--- config.mk ---
export PLATFORM = sky130hd
export DESIGN_NAME = smpg_div_cell
export DESIGN_NICKNAME = d
export VERILOG_FILES = /design/src/rtl/smpg_div_cell.sv
export SDC_FILE = /design/constraint.sdc
export NUM_CORES = 1
export LEC_CHECK = 0
export BUFFER_PORTS_ARGS = -buffer_cell sky130_fd_sc_hd__buf_2
export CAP_MARGIN = 10
export CORE_MARGIN = 5
export CORE_UTILIZATION = 38
export CTS_CLUSTER_DIAMETER = 40
export CTS_CLUSTER_SIZE = 28
export DETAILED_ROUTE_END_ITERATION = 10
export PLACE_DENSITY_LB_ADDON = 0.12
export RECOVER_POWER = 50
export SLEW_MARGIN = 10
export SYNTH_ARGS = -nofsm -noshare
export SYNTH_HDL_FRONTEND = slang
export SYNTH_SLANG_ARGS = --single-unit
--- constraint.sdc ---
create_clock -name clk -period 2.15 [get_ports clk]
set_input_delay 0.1075 -clock clk [delete_from_list [all_inputs] [get_ports clk]]
set_output_delay 0.1075 -clock clk [all_outputs]
set_load 0.005 [all_outputs]
--- src/rtl/smpg_div_cell.sv ---
// One restoring-division step: one quotient bit per cell, registered.
`default_nettype none
module smpg_div_cell #(
  parameter int DW = 12,
  parameter int LW = 17
) (
  input  wire logic          clk,
  input  wire logic [DW-1:0] rem_i,
  input  wire logic [LW-1:0] low_i,
  input  wire logic [LW-1:0] quo_i,
  input  wire logic [DW-1:0] div_i,
  output logic      [DW-1:0] rem_o,
  output logic      [LW-1:0] low_o,
  output logic      [LW-1:0] quo_o
);
  logic [DW:0]   trial;
  logic          ge;
  logic [DW-1:0] rem_nxt;

  assign trial   = {rem_i, low_i[LW-1]};
  assign ge      = (trial >= {1'b0, div_i});
  assign rem_nxt = ge ? DW'(trial - {1'b0, div_i}) : DW'(trial);

  always_ff @(posedge clk) begin
    rem_o <= rem_nxt;
    low_o <= {low_i[LW-2:0], 1'b0};
    quo_o <= {quo_i[LW-2:0], ge};
  end
endmodule
`default_nettype wire

==> flow_summary.yaml <==
die:
  die_w_um: 78.21
  rows: 24
  boundaryPins: 105
  dieArea_sq_um: 6117
  die_h_um: 78.21
  coreArea_sq_um: 4444
  start_util: 0.3978
clock_network:
  clkTransAtPathRegs_ns: 0.09
  post-cts-setup-buffer-count: 0
  ctsLongestPathBuffers: 2
  htreeDepth: 2
  cts-root-buf: "clkbuf_8"
  cts_tree: "built"
  clock_sinks: 45
  post_cts_resize_count: 0
  cts_made_buffers: 5
grt:
  grtUsageTotal: 0.1647
  grt_max_degree: 15
  grt_pass1_vias: 1740
  antenna_found_initial: 0
  grt_first_pass_wirelength_mm: 8.045
  grt_overflow_total: 0
sta:
  hold_ws_ns: 0.05038
  report.final.hold_viol_count: 0
  finalSetupViolCount: 0
  min_period_ns: 1.982
  rsz0062_at_grt: "no"
  drv_slew: 0
  fin_ws_ns: 0.1680
  post-route-period-util: 0.9219
  max_freq_mhz: 504.5
yosys:
  synth_area_per_cell_sq_um: 11.41
  synth_top_family_by_area: "simple AND/OR/NAND/NOR gates"
  synth_compound_area_frac: 0.1033
  synth_area_sq_um: 1768
  synth_fa_ha_area_frac: 0.09625
  ys.flop_type: "dfxtp_1"
  synth_seq_cells: 45
  yosysWarnings: 0
  syn_inst: 155
  synthSimpleGateAreaFrac: 0.1069
  synth_edf_count: 0
  async_flop_share: 0
  synth_seq_area_share: 0.5096
  ys_types: 38
  syn-num-nets: 227
  synthMuxAreaShare: 0.09554
  synth_xor_area_frac: 0.03963
place:
  dp_hpwl_mm: 3.478
  placedCellCount: 328
  post-place-ws_ns: -0.1459
  routabilityCongestion: 0.8507
  port_buffers: 102
  placed_area_sq_um: 2520
route:
  drt_iter0_markers: 42
  wl_per_cell_um: 12.87
  antenna_left: 0
  remaining_drc_errors: 0
  totalWireLength_mm: 4.722
  dr.pass1.iters: 4
  viasPerCell: 4.496
  num_vias: 1650
setup_path:
  slowest_delay_ns: 0.33
  crit_chain: "buf_2, ha_4, nor2b_4, o31a_1, o31a_1, o311a_4, nor4_4, buf_4, mux2_2"
  crit_path_frequent_cell: "o31a_1"
  start_kind: "input pin"
  critical_path.max_fanout: 4
  cp.arrival_ns: 2.17
  required_ns: 2.34
  crit_buf_inv: 2
  critPathKind: "in -> reg"
  cpLargestDelayFamily: "compound AO/OA/AOI/OAI gates"
  cp_slowest_cell: "mux2_2"
  worstSetupEndpointType: "register"
  crit_start: "rem_i[0]"
min_path:
  min_path_type: "in -> reg"
  hold_depth: 2
  hold_path_end: "rem_o[4]$_DFF_P_"
  hp-start: "rem_i[3]"
finish:
  fillers: 372
  final_nets: 387
  seq_area_sq_um: 900.9
  area_growth_pct: 66.24
  multi_input_comb_area_sq_um: 809.5
  fin_cells: 367
  final_cell_mix: "buf_2 (95), dfxtp_1 (45), dlygate4sd3_1 (32), buf_4 (21), inv_1 (14)"
  final_cell_area_sq_um: 2939
  final_common_cell: "buf_2"
  drive_gt1_frac: 0.4508
  n_antenna_cell: 0
status:
  outcome: "finished clean"
power:
  power_mw: 2.069
  powerDensity_nw_per_um2: 704.0
  ir_worst_vdd_uv: 316.6
  leakage_nw: 1.466
job:
  max_cap_violations: 0
metrics by stage:
step | TNS, ns | util
final | 0 | 0.6613
after global routing | 0 | 0.6613
after CTS | 0 | 0.6633
after detailed placement | -1.333 | 0.5670
after global placement | -1.115 | 0.5670
after floorplan | 0 | -
cell usage after synthesis, types with 4 or more instances:
cell type | count | area [sq um]
nand3_1 | 9 | 45.04
inv_1 | 15 | 56.30
ha_1 | 12 | 150.1
a21oi_1 | 5 | 25.02
mux2_4 | 7 | 105.1
nand2_1 | 4 | 15.01
nor2_1 | 9 | 33.78
dfxtp_1 | 45 | 900.9
xnor2_1 | 5 | 43.79
nor2b_1 | 4 | 25.02
repair_timing:
item,in CTS,in global routing
hold endpoints to repair,32,0
hold buffers,32,0
endpoints found under the setup margin,0,0
layer usage:
| metal | up-vias | share of wire | global-route usage |
|---|---|---|---|
| met1 | 736 | 0.39 | 0.1803 |
| met5 | - | 0 | 0 |
| li1 | 849 | - | - |
| met4 | 0 | 0.012 | 0.04895 |
| met3 | 7 | 0.070 | 0.04920 |
| met2 | 58 | 0.53 | 0.3057 |
cell type report:
cell class                 instances  area share
timing repair buffer             156      0.3401
sequential                        45      0.3065
multi-input combinational         92      0.2754
clock buffer                       5     0.02341
tap                               52     0.02214
inverter                          15     0.01916
clock inverter                     2     0.01320
sequential cells by signal, summed over array words and instances (netlist names):
name / cells
quo_o: 17
rem_o: 12
low_o: 16
power by group:
group | total [mW] | internal [mW] | switching, mW
clock network | 0.620 | 0.344 | 0.276
logic | 0.517 | 0.311 | 0.206
registers | 0.932 | 0.915 | 0.0173
cells by family after synthesis:
logic type | count (synthesis)
mux | 13
buf+inv | 18
fa+ha+maj | 13
flops | 45
simple gates | 34
compound gates | 23
other cells | 1
xor+xnor | 8
how the worst max path moves through the flow:
stage                                   end  slack [ns]  cells past startpoint
after global placement     rem_o[2]$_DFF_P_       -0.13                      9
after floorplan           rem_o[10]$_DFF_P_       0.003                      8
final                      rem_o[3]$_DFF_P_        0.17                      9
after global routing       rem_o[3]$_DFF_P_        0.08                     10
after CTS                  rem_o[3]$_DFF_P_        0.17                     10
after detailed placement   rem_o[2]$_DFF_P_       -0.15                     10
No activity file was read; power rests on OpenSTA's default activity.
